### src/rtl/core/matrix4x4_multiply_defines.svh
// ----------------------------------------------------------------------------
// matrix4x4_multiply assertion macros
// shared concurrent assertion forms, clocked on clk_i with reset rst_ni
// ----------------------------------------------------------------------------
`ifndef MATRIX4X4_MULTIPLY_DEFINES_SVH
`define MATRIX4X4_MULTIPLY_DEFINES_SVH

// checked only outside reset
`define MM4X4_ASSERT(label, prop, msg) \
  label: assert property (@(posedge clk_i) disable iff (!rst_ni) (prop)) else $error(msg);

// checked during reset as well
`define MM4X4_ASSERT_ALWAYS(label, prop, msg) \
  label: assert property (@(posedge clk_i) (prop)) else $error(msg);

`endif

### src/rtl/core/mm4x4_pkg.sv
// ----------------------------------------------------------------------------
// mm4x4_pkg
// types and constants of the 4x4 fixed-point matrix multiplier
// ----------------------------------------------------------------------------
`default_nettype none

package mm4x4_pkg;

  localparam int unsigned ELEMENT_WIDTH = 32;
  localparam int unsigned FRAC_BITS     = 16;
  localparam int unsigned DATA_W        = 32;
  localparam int unsigned DIM           = 4;
  localparam int unsigned IDX_W         = 2;
  localparam int unsigned KIND_W        = 2;

  localparam int unsigned PROD_W  = 2 * ELEMENT_WIDTH;
  localparam int unsigned PAIR_W  = PROD_W + 1;
  localparam int unsigned SUM_W   = PROD_W + 2;
  localparam int unsigned SHIFT_W = SUM_W - FRAC_BITS;

  localparam int unsigned QDEPTH = 2;
  localparam int unsigned QPTR_W = 1;
  localparam int unsigned QCNT_W = 2;

  typedef logic signed [ELEMENT_WIDTH-1:0] elem_t;
  typedef logic signed [DATA_W-1:0]        data_t;

  typedef enum logic [KIND_W-1:0] {
    KIND_LOAD_LEFT  = 2'd0,
    KIND_LOAD_RIGHT = 2'd1,
    KIND_COMPUTE    = 2'd2
  } kind_e;

  typedef struct packed {
    kind_e                     kind;
    logic [IDX_W-1:0]          column;
    logic [DIM-1:0][ELEMENT_WIDTH-1:0] elem;
  } cmd_t;

  localparam elem_t ELEM_MAX = elem_t'({1'b0, {(ELEMENT_WIDTH-1){1'b1}}});
  localparam elem_t ELEM_MIN = elem_t'({1'b1, {(ELEMENT_WIDTH-1){1'b0}}});
  localparam data_t DATA_MAX = DATA_W'(ELEM_MAX);
  localparam data_t DATA_MIN = DATA_W'(ELEM_MIN);

endpackage

`default_nettype wire

### src/rtl/core/mm4x4_queue.sv
// ----------------------------------------------------------------------------
// mm4x4_queue
// short command queue between the front and the back
// ----------------------------------------------------------------------------
`default_nettype none

module mm4x4_queue (
  input  wire logic              clk_i,
  input  wire logic              rst_ni,
  input  wire mm4x4_pkg::cmd_t   push_i,
  input  wire logic              push_valid_i,
  output logic                   push_ready_o,
  output mm4x4_pkg::cmd_t        pop_o,
  output logic                   pop_valid_o,
  input  wire logic              pop_ready_i
);

  mm4x4_pkg::cmd_t                  entry_q [mm4x4_pkg::QDEPTH];
  logic [mm4x4_pkg::QPTR_W-1:0]     wr_ptr_q, wr_ptr_d, rd_ptr_q, rd_ptr_d;
  logic [mm4x4_pkg::QCNT_W-1:0]     count_q, count_d;
  logic                             do_push, do_pop;

  assign push_ready_o = (count_q != mm4x4_pkg::QCNT_W'(mm4x4_pkg::QDEPTH));
  assign pop_valid_o  = (count_q != '0);
  assign pop_o        = entry_q[rd_ptr_q];
  assign do_push      = push_valid_i && push_ready_o;
  assign do_pop       = pop_valid_o && pop_ready_i;

  always_comb begin
    wr_ptr_d = wr_ptr_q;
    rd_ptr_d = rd_ptr_q;
    count_d  = count_q;
    if (do_push) begin
      wr_ptr_d = (wr_ptr_q == mm4x4_pkg::QPTR_W'(mm4x4_pkg::QDEPTH - 1)) ? '0
                                                                        : wr_ptr_q + 1'b1;
    end
    if (do_pop) begin
      rd_ptr_d = (rd_ptr_q == mm4x4_pkg::QPTR_W'(mm4x4_pkg::QDEPTH - 1)) ? '0
                                                                        : rd_ptr_q + 1'b1;
    end
    if (do_push && !do_pop) begin
      count_d = count_q + 1'b1;
    end else if (do_pop && !do_push) begin
      count_d = count_q - 1'b1;
    end
  end

  always_ff @(posedge clk_i or negedge rst_ni) begin
    if (!rst_ni) begin
      wr_ptr_q <= '0;
      rd_ptr_q <= '0;
      count_q  <= '0;
    end else begin
      wr_ptr_q <= wr_ptr_d;
      rd_ptr_q <= rd_ptr_d;
      count_q  <= count_d;
    end
  end

  always_ff @(posedge clk_i) begin
    if (do_push) begin
      entry_q[wr_ptr_q] <= push_i;
    end
  end

endmodule

`default_nettype wire

### config.mk
export PLATFORM = sky130hd
export DESIGN_NAME = mm4x4_queue
export DESIGN_NICKNAME = d
export VERILOG_FILES = /design/src/rtl/core/matrix4x4_multiply_defines.svh /design/src/rtl/core/mm4x4_pkg.sv /design/src/rtl/core/mm4x4_queue.sv
export SDC_FILE = /design/constraint.sdc
export NUM_CORES = 1
export LEC_CHECK = 0
export BUFFER_PORTS_ARGS = -buffer_cell sky130_fd_sc_hd__buf_2
export CORE_ASPECT_RATIO = 0.5
export CORE_UTILIZATION = 56
export CTS_CLUSTER_DIAMETER = 100
export DETAILED_ROUTE_END_ITERATION = 16
export GPL_ROUTABILITY_DRIVEN = 0
export GPL_TIMING_DRIVEN = 0
export HOLD_SLACK_MARGIN = 0.05
export PLACE_DENSITY = 0.84
export SLEW_MARGIN = 10
export SYNTH_ARGS = -nofsm -noshare
export SYNTH_HDL_FRONTEND = slang
export SYNTH_SLANG_ARGS = --single-unit
### constraint.sdc
create_clock -name clk_i -period 15.1 [get_ports clk_i]
set_clock_uncertainty 0.15 [all_clocks]
set_input_delay 1.51 -clock clk_i [delete_from_list [all_inputs] [get_ports clk_i]]
set_output_delay 1.51 -clock clk_i [all_outputs]
set_load 0.02 [all_outputs]
==> results.yml, run 1 <==
floorplan:
  ios: 270
  dieWidth_um: 191
  dieArea_sq_mm: 0.0184
  start_util: 0.573
  num_rows: 34
  die_y_um: 96.5
  core-area_sq_mm: 0.0174
clocking:
  path_clk_slew_ns: 0.07
  ctsHtreeMaxLevel: 1
  cts_tree: "yes"
  ctsHoldBuffers: 0
  worst_skew_pair.late_latency_ns: 0.49
  clkSinkCount: 268
  postCtsSetupBuffers: 0
  numCtsBuffers: 23
  cts_root_buf: "clkbuf_16"
  cts_resized: 0
  cts_buffer_depth: 3
yosys:
  synth_nets: 566
  yosys.area_share.simple: 0.00338
  synth_xor_area_frac: 0.00438
  synthCells: 429
  netlist_area_sq_mm: 0.0100
  seq_area_frac_synth: 0.803
  synth_cell_types: 15
  synth_compound_area_frac: 0
  muxShareOfSynthArea: 0.175
  synthDominantCellAreaShare: 0.793
  synth_area_per_cell_sq_um: 23.3
  ys_warn_count: 0
  synth_top_family_by_area: "multiplexers"
  synth.area.top_cells: "edfxtp_1, mux2_4, mux2_2"
  synth_fa_ha_area_frac: 0.00125
  ys_ff_latch: 268
  yosysTopAreaCell: "edfxtp_1"
cells_and_area:
  nets: 867
  finalInstanceArea_sq_mm: 0.0126
  drive_gt1_frac: 0.619
  final_util: 0.722
  syn_to_final_growth_pct: 25.8
timing:
  hold_ws_ns: 0.374
  grt_setup_unrepaired: "false"
  fmax_mhz: 284
  slew_headroom: 0.643
  worstMarginPinSlew_ns: 0.536
  maxSlewViolCount: 0
  setup-violations-final: 0
  hold_viol_final: 0
  min_period_ns: 3.52
  timing.final.crit_share: 0.233
  setup_tns_ns: 0
detailed_routing:
  vias: 5030
  wl_per_cell_um: 18.6
  ant_nets: 0
  dr.pass1.iters: 4
  drt-initial-drc-count: 181
  drc_errors: 0
  drt-vias-per-instance: 5.12
  routed_wl_um: 18300
global_routing:
  grt_usage: 0.191
  grt_first_pass_wirelength_um: 26300
  grt_overflow: 0
  grt_max_degree: 51
  grt_pass1_vias: 5112
  grt_antenna_before_repair: 3
placed_design:
  placed_area_sq_mm: 0.0118
  portBuffers: 269
  dp_hpwl_um: 12700
min_path:
  hold_path.class: "reg -> reg"
  hp-start: "count_q[1]"
critical_path:
  critPathKind: "reg -> out"
  r2r_start: "count_q[0]"
  end_kind: "output pin"
  startpoint_type: "register"
  critical_path_required_ns: 13.44
  cp_max_fo: 10
  setup.worst_path.start: "rd_ptr_q"
  worstPathArrival_ns: 1.86
pwr:
  cellLeakagePower_uw: 0.00495
  max-vdd-ir-drop_uv: 182
  total_power_uw: 2590
  powerDensity_mw_per_mm2: 205
status:
  outcome: "complete, no violations"
job:
  max_cap_violations: 0
-- cells in the final DEF, fill, tap and decap left out --
cell type,n
clkinv_1,2
clkbuf_1,3
ha_1,1
clkinvlp_4,1
edfxtp_1,264
inv_1,1
clkinv_2,8
buf_2,275
buf_16,3
mux2_2,62
buf_6,9
xnor2_1,3
nor2_1,1
buf_12,4
and3_4,1
mux2_4,70
nand2b_1,1
xor2_1,2
bufinv_16,4
nor2_4,1
clkbuf_16,23
dfrtp_1,4
nand2_1,2
or2_2,1
diode_2,3
-- sequential cells by signal, indices dropped and copies added (netlist names) --
signal / flops
count_q: 2
entry_q: 264
wr_ptr_q: 1
rd_ptr_q: 1
-- Yosys cell counts (all sizes together) --
cell type / instances
nor2: 2
buf: 15
inv: 1
xnor2: 3
and3: 1
nand2: 2
or2: 1
nand2b: 1
edfxtp: 264
mux2: 132
ha: 1
xor2: 2
dfrtp: 4
-- through the flow --
step	worst slack (ns)	cells
4_1_cts	11.55	980
5_1_grt	11.49	983
2_1_floorplan	7.24	429
3_3_place_gp	4.43	932
6_report	11.58	983
3_5_place_dp	11.97	939
-- final cells by class --
| class | count | area [sq um] |
|---|---|---|
| Antenna cell | 3 | 7.51 |
| Sequential cell | 268 | 8030 |
| Timing Repair Buffer | 276 | 1510 |
| Fill cell | 1102 | 4860 |
| Clock inverter | 15 | 175 |
| Clock buffer | 26 | 587 |
| Inverter | 1 | 3.75 |
| Tap cell | 234 | 293 |
| Buffer | 15 | 131 |
| Multi-Input combinational cell | 145 | 1850 |
-- kinds of logic after synthesis --
| kind of cell | Yosys count |
|---|---|
| buf+inv | 16 |
| mux | 132 |
| fa+ha+maj | 1 |
| simple gates | 7 |
| xor+xnor | 5 |
| flops | 268 |
-- critical path, stage by stage (launching register included) --
cell	delay [ns]
dfrtp_1	0.34
buf_6	0.15
buf_6	0.19
buf_6	0.20
mux2_4	0.32
buf_2	0.16
-- per-layer routing --
layer	global-route usage	up-vias	part of all wire
met3	0.0423	41	0.051
li1	-	2318	-
met4	0.0827	0	0.035
met2	0.354	174	0.54
met5	0	-	0
met1	0.216	2497	0.38
-- where the power goes --
group / total, uW / switching, uW / leakage, uW / internal [uW]
Sequential: 1060 / 41.2 / 0.00250 / 1010
Combinational: 933 / 531 / 0.00207 / 402
Clock: 597 / 249 / 0.000378 / 348
-- final timing paths --
kind,end,slack (ns),depth (start not counted)
worst max-delay path,pop_o[52],11.58,5
worst min register to register,count_q[1],0.37,1
worst min-delay path,count_q[1],0.37,1
min in group asynchronous,count_q[0],0.66,1
worst max register to register,entry_q[0][35],12.97,6
max in group asynchronous,rd_ptr_q,14.01,1
Note: power is estimated with default switching activity, not from simulation.
==> run 2: changes to the inputs <==
Settings changed: CORE_UTILIZATION 56 to 47, PLACE_DENSITY 0.84 to 0.76.
Clock period 15.1 ns to 3.05 ns, I/O delays scaled along.
==> results.yml, run 2 (synthesis results as in run 1) <==
critical_path:
  critPathKind: "reg -> reg"
  cp_max_fo: 25
  r2r_start: "count_q[0]"
  critical_path_required_ns: 3.12
  startpoint_type: "register"
  timing.rr.end: "entry_q[0][69]"
  worstPathArrival_ns: 2.44
  r2r_cells: 6
  reg2reg_slack_ns: 0.68
  end_kind: "register"
cells_and_area:
  multi_input_area_sq_mm: 0.00187
  drive_gt1_frac: 0.524
  final_cell_mix: "buf_2, edfxtp_1, dlygate4sd3_1"
  regMostFlops: "entry_q"
  layout_commonest_cell: "buf_2"
  syn_to_final_growth_pct: 40.7
  fin_cells: 1160
  nFillCells: 1339
  largest_register_ffs: 264
  finalInstanceArea_sq_mm: 0.0141
  reg.largest.list: "entry_q x264, count_q x2"
  register_area_sq_mm: 0.00803
  nets: 1004
timing:
  slew_headroom: 0.542
  grt_setup_unrepaired: "false"
  timing.final.crit_share: 0.778
  worstMarginPinSlew_ns: 0.685
  fmax_mhz: 422
  setup-violations-final: 0
  hold_viol_final: 0
  maxSlewViolCount: 0
  min_period_ns: 2.37
clocking:
  ctsHtreeMaxLevel: 1
  cts_tree: "yes"
  clkSinkCount: 268
  numCtsBuffers: 24
  cts_root_buf: "clkbuf_16"
  cts_resized: 0
  postCtsSetupBuffers: 0
  worst_skew_pair.late_latency_ns: 0.51
  cts_buffer_depth: 3
  path_clk_slew_ns: 0.06
  ctsHoldBuffers: 136
placed_design:
  dp.cells: 978
  dp_hpwl_um: 12800
  portBuffers: 269
  placed_area_sq_mm: 0.0119
pwr:
  total_power_uw: 13200
  cellLeakagePower_uw: 0.00555
  powerDensity_mw_per_mm2: 937
  max-vdd-ir-drop_uv: 692
global_routing:
  grt_max_degree: 56
  grt_pass1_vias: 5821
  grt_overflow: 0
  grt_first_pass_wirelength_um: 31300
  grt_usage: 0.187
  grt_antenna_before_repair: 1
floorplan:
  core-area_sq_mm: 0.0207
  dieWidth_um: 208
  dieArea_sq_mm: 0.0219
  num_rows: 37
  start_util: 0.483
  die_y_um: 105
  ios: 270
min_path:
  hp-start: "push_i[104]"
  hold_path.class: "in -> reg"
  holdPathEnd: "entry_q[0][104]"
  holdPathStages: 2
detailed_routing:
  wl_per_cell_um: 17.7
  drt-vias-per-instance: 4.79
  drc_errors: 0
  drt-initial-drc-count: 300
  routed_wl_um: 20600
  dr.pass1.iters: 4
  ant_nets: 0
  vias: 5555
status:
  outcome: "complete, no violations"
job:
  max_cap_violations: 0
-- run 2: cell types whose count changed in the layout (fill, tap and decap cells not counted), moves of 2 or more --
cell           delta
dlygate4sd3_1   +136
clkinv_1          +2
clkbuf_16         +2
clkinv_2          -4
-- run 2: routing by layer --
| layer | GRT usage | part of all wire | wire, um |
|---|---|---|---|
| met1 | 0.215 | 0.38 | 7900 |
| met2 | 0.343 | 0.54 | 11100 |
| met3 | 0.0364 | 0.034 | 710 |
| met4 | 0.0778 | 0.042 | 856 |
| met5 | 0 | 0 | 0 |
-- run 2: critical path, cell delays in order, from the launching register on --
cell and delay [ns]:
dfrtp_1 0.42, nand2b_4 0.18, nand2_4 0.07, nor2_4 0.55, buf_12 0.29, buf_12 0.22
buf_16 0.17
-- run 2: worst max path at each step --
stage                    start        endpoint  slack [ns]  cells after the start
finish              count_q[0]  entry_q[0][69]        0.68                      6
global route        count_q[0]  entry_q[0][69]        0.55                      6
global placement    count_q[0]  entry_q[0][85]       -1.14                      3
CTS                 count_q[0]  entry_q[0][69]        0.66                      6
floorplan           count_q[0]   entry_q[0][0]       -0.12                      3
detailed placement  count_q[0]  entry_q[0][69]        0.69                      6
-- run 2: area by class of cell --
| cell class | instances | area share |
|---|---|---|
| Timing Repair Buffer | 412 | 0.204 |
| Clock inverter | 15 | 0.0127 |
| Sequential cell | 268 | 0.570 |
| Antenna cell | 2 | 0.000356 |
| Multi-Input combinational cell | 145 | 0.133 |
| Tap cell | 273 | 0.0243 |
| Inverter | 1 | 0.000267 |
| Clock buffer | 29 | 0.0455 |
| Buffer | 15 | 0.00933 |
-- run 2: report_power, final --
| group | total, uW | switching (uW) | internal [uW] |
|---|---|---|---|
| clock network | 3120 | 1280 | 1840 |
| registers | 5230 | 205 | 5020 |
| logic | 4830 | 2710 | 2120 |
-- run 2: metrics by stage --
stage / utilization / setup WS [ns] / TNS, ns / hold WS (ns)
CTS: 0.680 / 0.658 / 0 / 0.332
floorplan: - / -0.124 / -16.38 / -0.141
global route: 0.680 / 0.549 / 0 / 0.339
detailed placement: 0.574 / 0.691 / 0 / -0.0278
finish: 0.680 / 0.678 / 0 / 0.359
global placement: 0.566 / -1.14 / -226.57 / -0.0380
