[src/rtl/core/matrix4x4_multiply_defines.svh]
// ----------------------------------------------------------------------------
// matrix4x4_multiply assertion macros
// shared concurrent assertion forms, clocked on clk_i with reset rst_ni
// ----------------------------------------------------------------------------
`ifndef MATRIX4X4_MULTIPLY_DEFINES_SVH
`define MATRIX4X4_MULTIPLY_DEFINES_SVH

// checked only outside reset
`define MM4X4_ASSERT(label, prop, msg) \
  label: assert property (@(posedge clk_i) disable iff (!rst_ni) (prop)) else $error(msg);

// checked during reset as well
`define MM4X4_ASSERT_ALWAYS(label, prop, msg) \
  label: assert property (@(posedge clk_i) (prop)) else $error(msg);

`endif

[src/rtl/core/mm4x4_pkg.sv]
// ----------------------------------------------------------------------------
// mm4x4_pkg
// types and constants of the 4x4 fixed-point matrix multiplier
// ----------------------------------------------------------------------------
`default_nettype none

package mm4x4_pkg;

  localparam int unsigned ELEMENT_WIDTH = 32;
  localparam int unsigned FRAC_BITS     = 16;
  localparam int unsigned DATA_W        = 32;
  localparam int unsigned DIM           = 4;
  localparam int unsigned IDX_W         = 2;
  localparam int unsigned KIND_W        = 2;

  localparam int unsigned PROD_W  = 2 * ELEMENT_WIDTH;
  localparam int unsigned PAIR_W  = PROD_W + 1;
  localparam int unsigned SUM_W   = PROD_W + 2;
  localparam int unsigned SHIFT_W = SUM_W - FRAC_BITS;

  localparam int unsigned QDEPTH = 2;
  localparam int unsigned QPTR_W = 1;
  localparam int unsigned QCNT_W = 2;

  typedef logic signed [ELEMENT_WIDTH-1:0] elem_t;
  typedef logic signed [DATA_W-1:0]        data_t;

  typedef enum logic [KIND_W-1:0] {
    KIND_LOAD_LEFT  = 2'd0,
    KIND_LOAD_RIGHT = 2'd1,
    KIND_COMPUTE    = 2'd2
  } kind_e;

  typedef struct packed {
    kind_e                     kind;
    logic [IDX_W-1:0]          column;
    logic [DIM-1:0][ELEMENT_WIDTH-1:0] elem;
  } cmd_t;

  localparam elem_t ELEM_MAX = elem_t'({1'b0, {(ELEMENT_WIDTH-1){1'b1}}});
  localparam elem_t ELEM_MIN = elem_t'({1'b1, {(ELEMENT_WIDTH-1){1'b0}}});
  localparam data_t DATA_MAX = DATA_W'(ELEM_MAX);
  localparam data_t DATA_MIN = DATA_W'(ELEM_MIN);

endpackage

`default_nettype wire

[src/rtl/core/mm4x4_if.sv]
// ----------------------------------------------------------------------------
// mm4x4 channel interfaces
// valid/ready channels for input items and result columns
// ----------------------------------------------------------------------------
`default_nettype none

interface mm4x4_in_if;
  logic        valid;
  logic        ready;
  logic [1:0]  kind;
  logic [1:0]  column;
  logic [31:0] elem0;
  logic [31:0] elem1;
  logic [31:0] elem2;
  logic [31:0] elem3;

  modport source (output valid, kind, column, elem0, elem1, elem2, elem3, input ready);
  modport sink   (input valid, kind, column, elem0, elem1, elem2, elem3, output ready);
endinterface


`default_nettype wire

[src/rtl/core/mm4x4_front.sv]
// ----------------------------------------------------------------------------
// mm4x4_front
// accepts input items, drops unused kinds, registers commands for the queue
// ----------------------------------------------------------------------------
`default_nettype none

module mm4x4_front (
  input  wire logic            clk_i,
  input  wire logic            rst_ni,
  mm4x4_in_if.sink             in_i,
  output mm4x4_pkg::cmd_t      cmd_o,
  output logic                 cmd_valid_o,
  input  wire logic            cmd_ready_i
);

  logic            hold_valid_q, hold_valid_d;
  mm4x4_pkg::cmd_t hold_q, cmd_d;
  logic            accept, keep, known_kind, push_fire;

  assign push_fire  = hold_valid_q && cmd_ready_i;
  assign in_i.ready = !hold_valid_q || cmd_ready_i;
  assign accept     = in_i.valid && in_i.ready;

  always_comb begin
    unique case (in_i.kind) inside
      mm4x4_pkg::KIND_LOAD_LEFT, mm4x4_pkg::KIND_LOAD_RIGHT,
      mm4x4_pkg::KIND_COMPUTE: known_kind = 1'b1;
      default:                 known_kind = 1'b0;
    endcase
  end

  assign keep = accept && known_kind;

  always_comb begin
    cmd_d.kind    = mm4x4_pkg::kind_e'(in_i.kind);
    cmd_d.column  = in_i.column;
    cmd_d.elem[0] = in_i.elem0[mm4x4_pkg::ELEMENT_WIDTH-1:0];
    cmd_d.elem[1] = in_i.elem1[mm4x4_pkg::ELEMENT_WIDTH-1:0];
    cmd_d.elem[2] = in_i.elem2[mm4x4_pkg::ELEMENT_WIDTH-1:0];
    cmd_d.elem[3] = in_i.elem3[mm4x4_pkg::ELEMENT_WIDTH-1:0];
  end

  always_comb begin
    hold_valid_d = hold_valid_q;
    if (keep) begin
      hold_valid_d = 1'b1;
    end else if (push_fire) begin
      hold_valid_d = 1'b0;
    end
  end

  always_ff @(posedge clk_i or negedge rst_ni) begin
    if (!rst_ni) begin
      hold_valid_q <= 1'b0;
    end else begin
      hold_valid_q <= hold_valid_d;
    end
  end

  always_ff @(posedge clk_i) begin
    if (keep) begin
      hold_q <= cmd_d;
    end
  end

  assign cmd_o       = hold_q;
  assign cmd_valid_o = hold_valid_q;

endmodule

`default_nettype wire

[src/flat_wrapper.sv]
// flat-port wrapper written by rule: the top's interface ports become plain ports
module mm4x4_front_flat 
  (clk_i, rst_ni, cmd_o, cmd_valid_o, cmd_ready_i, in_i_valid, in_i_kind, in_i_column, in_i_elem0, in_i_elem1, in_i_elem2, in_i_elem3, in_i_ready);
  mm4x4_in_if in_i_i ();
  input  wire logic clk_i;
  input  wire logic rst_ni;
  output mm4x4_pkg::cmd_t cmd_o;
  output logic cmd_valid_o;
  input  wire logic cmd_ready_i;
  input wire logic [$bits(in_i_i.valid)-1:0] in_i_valid;
  input wire logic [$bits(in_i_i.kind)-1:0] in_i_kind;
  input wire logic [$bits(in_i_i.column)-1:0] in_i_column;
  input wire logic [$bits(in_i_i.elem0)-1:0] in_i_elem0;
  input wire logic [$bits(in_i_i.elem1)-1:0] in_i_elem1;
  input wire logic [$bits(in_i_i.elem2)-1:0] in_i_elem2;
  input wire logic [$bits(in_i_i.elem3)-1:0] in_i_elem3;
  output wire logic [$bits(in_i_i.ready)-1:0] in_i_ready;
  assign in_i_i.valid = in_i_valid;
  assign in_i_i.kind = in_i_kind;
  assign in_i_i.column = in_i_column;
  assign in_i_i.elem0 = in_i_elem0;
  assign in_i_i.elem1 = in_i_elem1;
  assign in_i_i.elem2 = in_i_elem2;
  assign in_i_i.elem3 = in_i_elem3;
  assign in_i_ready = in_i_i.ready;
  mm4x4_front u_core (.clk_i(clk_i), .rst_ni(rst_ni), .in_i(in_i_i), .cmd_o(cmd_o), .cmd_valid_o(cmd_valid_o), .cmd_ready_i(cmd_ready_i));
endmodule
[config.mk]
export PLATFORM = sky130hd
export DESIGN_NAME = mm4x4_front_flat
export DESIGN_NICKNAME = d
export VERILOG_FILES = /design/src/rtl/core/matrix4x4_multiply_defines.svh /design/src/rtl/core/mm4x4_pkg.sv /design/src/rtl/core/mm4x4_if.sv /design/src/rtl/core/mm4x4_front.sv /design/src/flat_wrapper.sv
export SDC_FILE = /design/constraint.sdc
export NUM_CORES = 1
export LEC_CHECK = 0
export ABC_AREA = 1
export BUFFER_PORTS_ARGS = -buffer_cell sky130_fd_sc_hd__buf_2
export CAP_MARGIN = 40
export CORE_AREA = 2 2 151 79
export CTS_CLUSTER_SIZE = 24
export DETAILED_ROUTE_END_ITERATION = 12
export DIE_AREA = 0 0 153 81
export GPL_ROUTABILITY_DRIVEN = 1
export PLACE_DENSITY = 0.81
export SLEW_MARGIN = 20
export SYNTH_ARGS = -nofsm -noshare
export SYNTH_HDL_FRONTEND = slang
export SYNTH_SLANG_ARGS = --single-unit
export TNS_END_PERCENT = 30
[constraint.sdc]
create_clock -name clk_i -period 6.5 [get_ports clk_i]
set_input_delay 0.975 -clock clk_i [delete_from_list [all_inputs] [get_ports clk_i]]
set_output_delay 0.975 -clock clk_i [all_outputs]
set_load 0.1 [all_outputs]
==> flow_summary.json, run 1 <==
{
  "power.net_switching_uw": 744,
  "holdBufCountCts": 0,
  "clockRootBuffer": "clkbuf_16",
  "max-slew-margin-rel_pct": 50.0,
  "viasPerCell": 4.22,
  "dieArea_mm2": 0.0124,
  "min_path_type": "in2async",
  "intPower_mw": 1.67,
  "grt_overflow_total": 0,
  "ir_drop_mv": 0.173,
  "initial_core_util_pct": 35.5,
  "die_w_um": 153,
  "cts_tree": "done",
  "coreArea_mm2": 0.0113,
  "yosysWarnings": 0,
  "crit_path_end": "in_i_ready",
  "pin_count": 270,
  "cp_max_fo": 2,
  "p_leak_nw": 2.65,
  "clk_latency_ns": 0.40,
  "die_h_um": 81,
  "setup_viol": 0,
  "cts-htree-levels": 4,
  "comb_power_share_pct": 18.3,
  "pwr-share-seq_pct": 42.0,
  "routedWlPerCell_um": 15.6,
  "rr_startpoint": "u_core.cmd_valid_o$_DFFE_PN0P_",
  "num-fill-cells": 926,
  "finalCritPeriodShare_pct": 39.4,
  "drc": 0,
  "worstPathCellList": "buf_2 > inv_1 > nand2_1 > buf_2",
  "skew_ns": 0.00966,
  "slew_viol_final": 0,
  "ff2ff_setup_slack_ns": 4.88,
  "status": "finished clean",
  "syn_to_final_growth_pct": 54.4,
  "yosysUniqueCellTypes": 5,
  "startpoint": "cmd_ready_i",
  "antenna_found_initial": 0,
  "grt_pass1_vias": 2562,
  "postRouteAntennaNets": 0,
  "fin_area_mm2": 0.00621,
  "io_buffers": 269,
  "critical_path.max_stage_delay_ns": 0.42,
  "final.min_clock_period_ns": 2.56,
  "netlist_instances": 141,
  "rows": 28,
  "holdWs_ns": 0.333,
  "grt_start_max_net_pins": 73,
  "end_kind": "primary output",
  "hpwl_mm": 6.92,
  "avgSynthCellArea_um2": 28.5,
  "ys_seq_area_share_pct": 99.3,
  "clkTransAtPathRegs_ns": 0.06,
  "clockBufferDepth": 2,
  "worst_pin_slew_ns": 0.750,
  "worstPathRequired_ns": 5.52,
  "wl_mm": 9.31,
  "gp_congestion": 0.743,
  "drive_above_1_share_pct": 68.1,
  "cts-resized-gates": 0,
  "clock_sinks": 133,
  "power_density_mw_per_mm2": 389,
  "setup-tns-final_ns": 0,
  "crit_top_cell": "buf_2",
  "slowest_stage": "buf_2",
  "synth_fp_nets": 277,
  "max_clock_freq_mhz": 391,
  "grt_first_pass_wirelength_mm": 13.2,
  "grt_usage_pct": 14.5,
  "crit_arrival_ns": 1.58,
  "hold_viol": 0,
  "switching_share_pct": 30.8,
  "layout_setup_ws_ns": 3.94,
  "diodes": 0,
  "pre_cts_ws_ns": 3.94,
  "rsz0062_at_grt": "no",
  "cap_violations": 0,
  "nets": 568,
  "place_area_mm2": 0.00558,
  "criticalPathCategory": "in2out",
  "cts_setup_buffers": 0,
  "cts_buffers": 17,
  "vias": 2510,
  "firstDrtPassIters": 4,
  "syn_area_mm2": 0.00402,
  "seqCellArea_mm2": 0.00399,
  "multi_input_area_um2": 30.0,
  "p_clk_share_pct": 39.7,
  "start_kind": "input pin",
  "reg2reg_to": "u_core.cmd_o[106]$_DFFE_PP_",
  "r2r_cells": 4,
  "ys_ff_latch": 133,
  "first_iter_violations": 105
}
==> cells by family after synthesis <==
kind of cell	after synthesis	synth area share, %
buf+inv	2	0.187
flops	133	99.3
simple gates	6	0.560
==> how the worst min path moves through the flow <==
| stage | from | endpoint | slack [ns] |
|---|---|---|---|
| finish | rst_ni | u_core.cmd_valid_o$_DFFE_PN0P_ | 0.33 |
| global route | rst_ni | u_core.cmd_valid_o$_DFFE_PN0P_ | 0.32 |
| CTS | rst_ni | u_core.cmd_valid_o$_DFFE_PN0P_ | 0.31 |
| detailed placement | u_core.cmd_valid_o$_DFFE_PN0P_ | u_core.cmd_valid_o$_DFFE_PN0P_ | 0.51 |
| global placement | u_core.cmd_valid_o$_DFFE_PN0P_ | u_core.cmd_valid_o$_DFFE_PN0P_ | 0.52 |
| floorplan | rst_ni | u_core.cmd_valid_o$_DFFE_PN0P_ | 0.68 |
==> stage by stage <==
stage / util, % / instances / power, mW
2_1_floorplan: - / 141 / 1.39
3_3_place_gp: 49.3 / 562 / 1.47
3_5_place_dp: 49.3 / 562 / 1.47
4_1_cts: 54.6 / 594 / 2.44
5_1_grt: 54.8 / 595 / 2.49
6_report: 54.8 / 595 / 2.41
==> cells in the mapped netlist <==
library cell | count | share of area [%]
dfrtp_1 | 1 | 0.62
edfxtp_1 | 132 | 99
inv_1 | 2 | 0.19
nand2_1 | 4 | 0.37
nor2_1 | 2 | 0.19
==> cells in the final DEF, fill, tap and decap left out <==
master	instances
buf_16	1
buf_2	269
buf_4	2
bufinv_16	3
clkbuf_1	1
clkbuf_16	17
clkinv_1	1
clkinv_2	1
clkinv_4	2
clkinvlp_4	3
dfrtp_1	1
edfxtp_1	132
inv_1	2
inv_6	4
nand2_1	4
nor2_1	1
nor2_4	1
==> power by group through the flow <==
stage / sequential (mW) / combinational, mW / clock [mW]
after floorplan: 1.36 / 0.0214 / 0
after global placement: 1.03 / 0.436 / 0
after detailed placement: 1.03 / 0.441 / 0
after CTS: 1.02 / 0.441 / 0.985
after global routing: 1.02 / 0.453 / 1.02
final: 1.01 / 0.442 / 0.958
==> flip-flops by register name, indices dropped and copies added (netlist names) <==
signal / count
u_core.cmd_o: 132
u_core.cmd_valid_o: 1
==> metal layers <==
layer,routed length [µm],GRT usage (%),up-vias
met4,90,5.83,0
met3,1130,8.48,11
met2,4640,23.6,140
met5,0,0,-
li1,-,-,1153
met1,3460,16.0,1206
==> critical path, delay by kind of cell <==
kind	cells	cell delay (ns)
buf+inv	3	0.55
simple gates	1	0.06
==> cell type report <==
cell class	instances	area share [%]
Clock inverter	14	2.80
Multi-Input combinational cell	6	0.484
Timing Repair Buffer	272	22.4
Clock buffer	18	6.92
Inverter	2	0.121
Sequential cell	133	64.3
Tap cell	150	3.02
No activity file was read; power rests on OpenSTA's default activity.
==> run 2: changes to the inputs <==
clock period = 2.2 ns   (was 6.5 ns; I/O delays follow)
==> run 2 against run 1 <==
Compared with the run above: utilization is 0.11 points higher; worst setup slack worse by 3.5 ns; register-to-register slack worse by 4.2 ns; clock skew is 0.00065 ns lower; critical path type is now reg2out; critical endpoint unchanged; largest power group unchanged.
==> flow_summary.json, run 2 (same netlist as run 1, synthesis figures left out) <==
{
  "status": "finished clean",
  "antenna_found_initial": 0,
  "drc": 0,
  "rsz0062_at_grt": "no",
  "grt_start_max_net_pins": 105,
  "nets": 568,
  "routedWlPerCell_um": 15.6,
  "ir_drop_mv": 0.616,
  "finalCritPeriodShare_pct": 78.4,
  "setup_viol": 0,
  "coreArea_mm2": 0.0113,
  "startpoint": "u_core.cmd_valid_o$_DFFE_PN0P_",
  "clock_sinks": 133,
  "cp_num_cells": 2,
  "max-slew-margin-rel_pct": 63.2,
  "crit_arrival_ns": 1.39,
  "r2r_cells": 4,
  "power_density_mw_per_mm2": 1160,
  "skew_ns": 0.00901,
  "io_buffers": 269,
  "grt_overflow_total": 0,
  "cts-htree-levels": 4,
  "start_kind": "flop",
  "initial_core_util_pct": 35.5,
  "reg2reg_to": "u_core.cmd_o[88]$_DFFE_PP_",
  "die_h_um": 81,
  "clk_latency_ns": 0.40,
  "hold_viol": 0,
  "rr_startpoint": "u_core.cmd_valid_o$_DFFE_PN0P_",
  "viasPerCell": 4.09,
  "cap_violations": 0,
  "drive_above_1_share_pct": 67.9,
  "final.min_clock_period_ns": 1.72,
  "cts_tree": "done",
  "die_w_um": 153,
  "grt_pass1_vias": 2504,
  "pin_count": 270,
  "crit_path_end": "in_i_ready",
  "max_clock_freq_mhz": 580,
  "worstPathRequired_ns": 1.87,
  "ff2ff_setup_slack_ns": 0.64,
  "hpwl_mm": 6.71,
  "grt_first_pass_wirelength_mm": 13.1,
  "fin_util_pct": 55.0,
  "first_iter_violations": 100,
  "largest_reg_flops": 132,
  "finalNonFillerCells": 595,
  "worstPathCellList": "nand2_1 > buf_2",
  "grt_usage_pct": 14.6,
  "diodes": 0,
  "cts_setup_buffers": 0,
  "cts_buffers": 17,
  "p_leak_nw": 2.65,
  "critical_path.max_stage_delay_ns": 0.48,
  "criticalPathCategory": "reg2out",
  "final_common_cell": "buf_2",
  "dp_cells": 562,
  "slew_viol_final": 0,
  "vias": 2433,
  "cp_max_fo": 3,
  "crit_family": "flip-flops",
  "end_kind": "primary output",
  "power.total_mw": 7.19,
  "critPathBufInv": 1,
  "dieArea_mm2": 0.0124,
  "firstDrtPassIters": 4,
  "cts-resized-gates": 0,
  "syn_to_final_growth_pct": 54.7,
  "postRouteAntennaNets": 0,
  "fin_area_mm2": 0.00622,
  "clkTransAtPathRegs_ns": 0.06,
  "gp_congestion": 0.773,
  "rows": 28,
  "place_area_mm2": 0.00559,
  "clockRootBuffer": "clkbuf_16",
  "slowest_stage": "dfrtp_4",
  "worst_pin_slew_ns": 0.552,
  "mostFrequentLayoutCells": "269 x buf_2, 132 x edfxtp_1, 17 x clkbuf_16",
  "min_path_type": "in2reg",
  "holdBufCountCts": 1,
  "wl_mm": 9.25,
  "clockBufferDepth": 2
}
-- run 2: changes by cell type in the layout (fill, tap and decap cells not counted), sizes merged --
cell         change
dlygate4sd3      +1
buf              -1
bufinv           +1
clkinv           +4
clkinvlp         -1
inv              -4
-- run 2: power breakdown --
group          internal, mW  switching [mW]  total (mW)
clock network          1.89            1.01        2.89
registers              2.96          0.0348        3.00
logic                 0.178            1.12        1.30
-- run 2: worst reg2reg max path: cells and delay by family, from the launching register on --
kind	cells	cell delay (ns)
flops	1	0.48
buf+inv	2	0.50
simple gates	2	0.14
-- run 2: routing by layer --
layer  wire length, µm  up-vias  global-route usage, %  part of all wire, %
met1              3450     1144                   16.2                   37
met2              4520      132                   22.3                   49
met3              1210        7                   9.28                   13
met4                70        0                   7.22                 0.76
li1                  -     1150                      -                    -
met5                 0        -                      0                    0
-- run 2: worst min-delay path by stage --
stage,endpoint,startpoint,depth (start not counted),slack (ns)
after floorplan,u_core.cmd_valid_o$_DFFE_PN0P_,rst_ni,0,0.03
after global placement,u_core.cmd_valid_o$_DFFE_PN0P_,rst_ni,1,0.11
after global routing,u_core.cmd_o[39]$_DFFE_PP_,in_i_elem1[7],1,0.07
final,u_core.cmd_o[101]$_DFFE_PP_,in_i_elem3[5],1,0.1
after detailed placement,u_core.cmd_valid_o$_DFFE_PN0P_,rst_ni,1,0.11
after CTS,u_core.cmd_o[95]$_DFFE_PP_,in_i_elem2[31],1,0.08
-- run 2: per-stage QoR --
step	TNS [ns]	setup WS [ns]	hold WS, ns
2_1_floorplan	-118.36	-0.897	0.0344
3_3_place_gp	0	0.630	0.107
3_5_place_dp	0	0.592	0.106
4_1_cts	0	0.449	0.0762
5_1_grt	0	0.412	0.0719
6_report	0	0.476	0.0983
-- run 2: layout make-up --
cell class                 instances  area [µm²]
clock buffer                      18         429
clock inverter                    14         185
fill                             947        5100
inverter                           2        7.51
multi-input combinational          6        32.5
sequential                       133        3990
tap                              150         188
timing repair buffer             272        1380
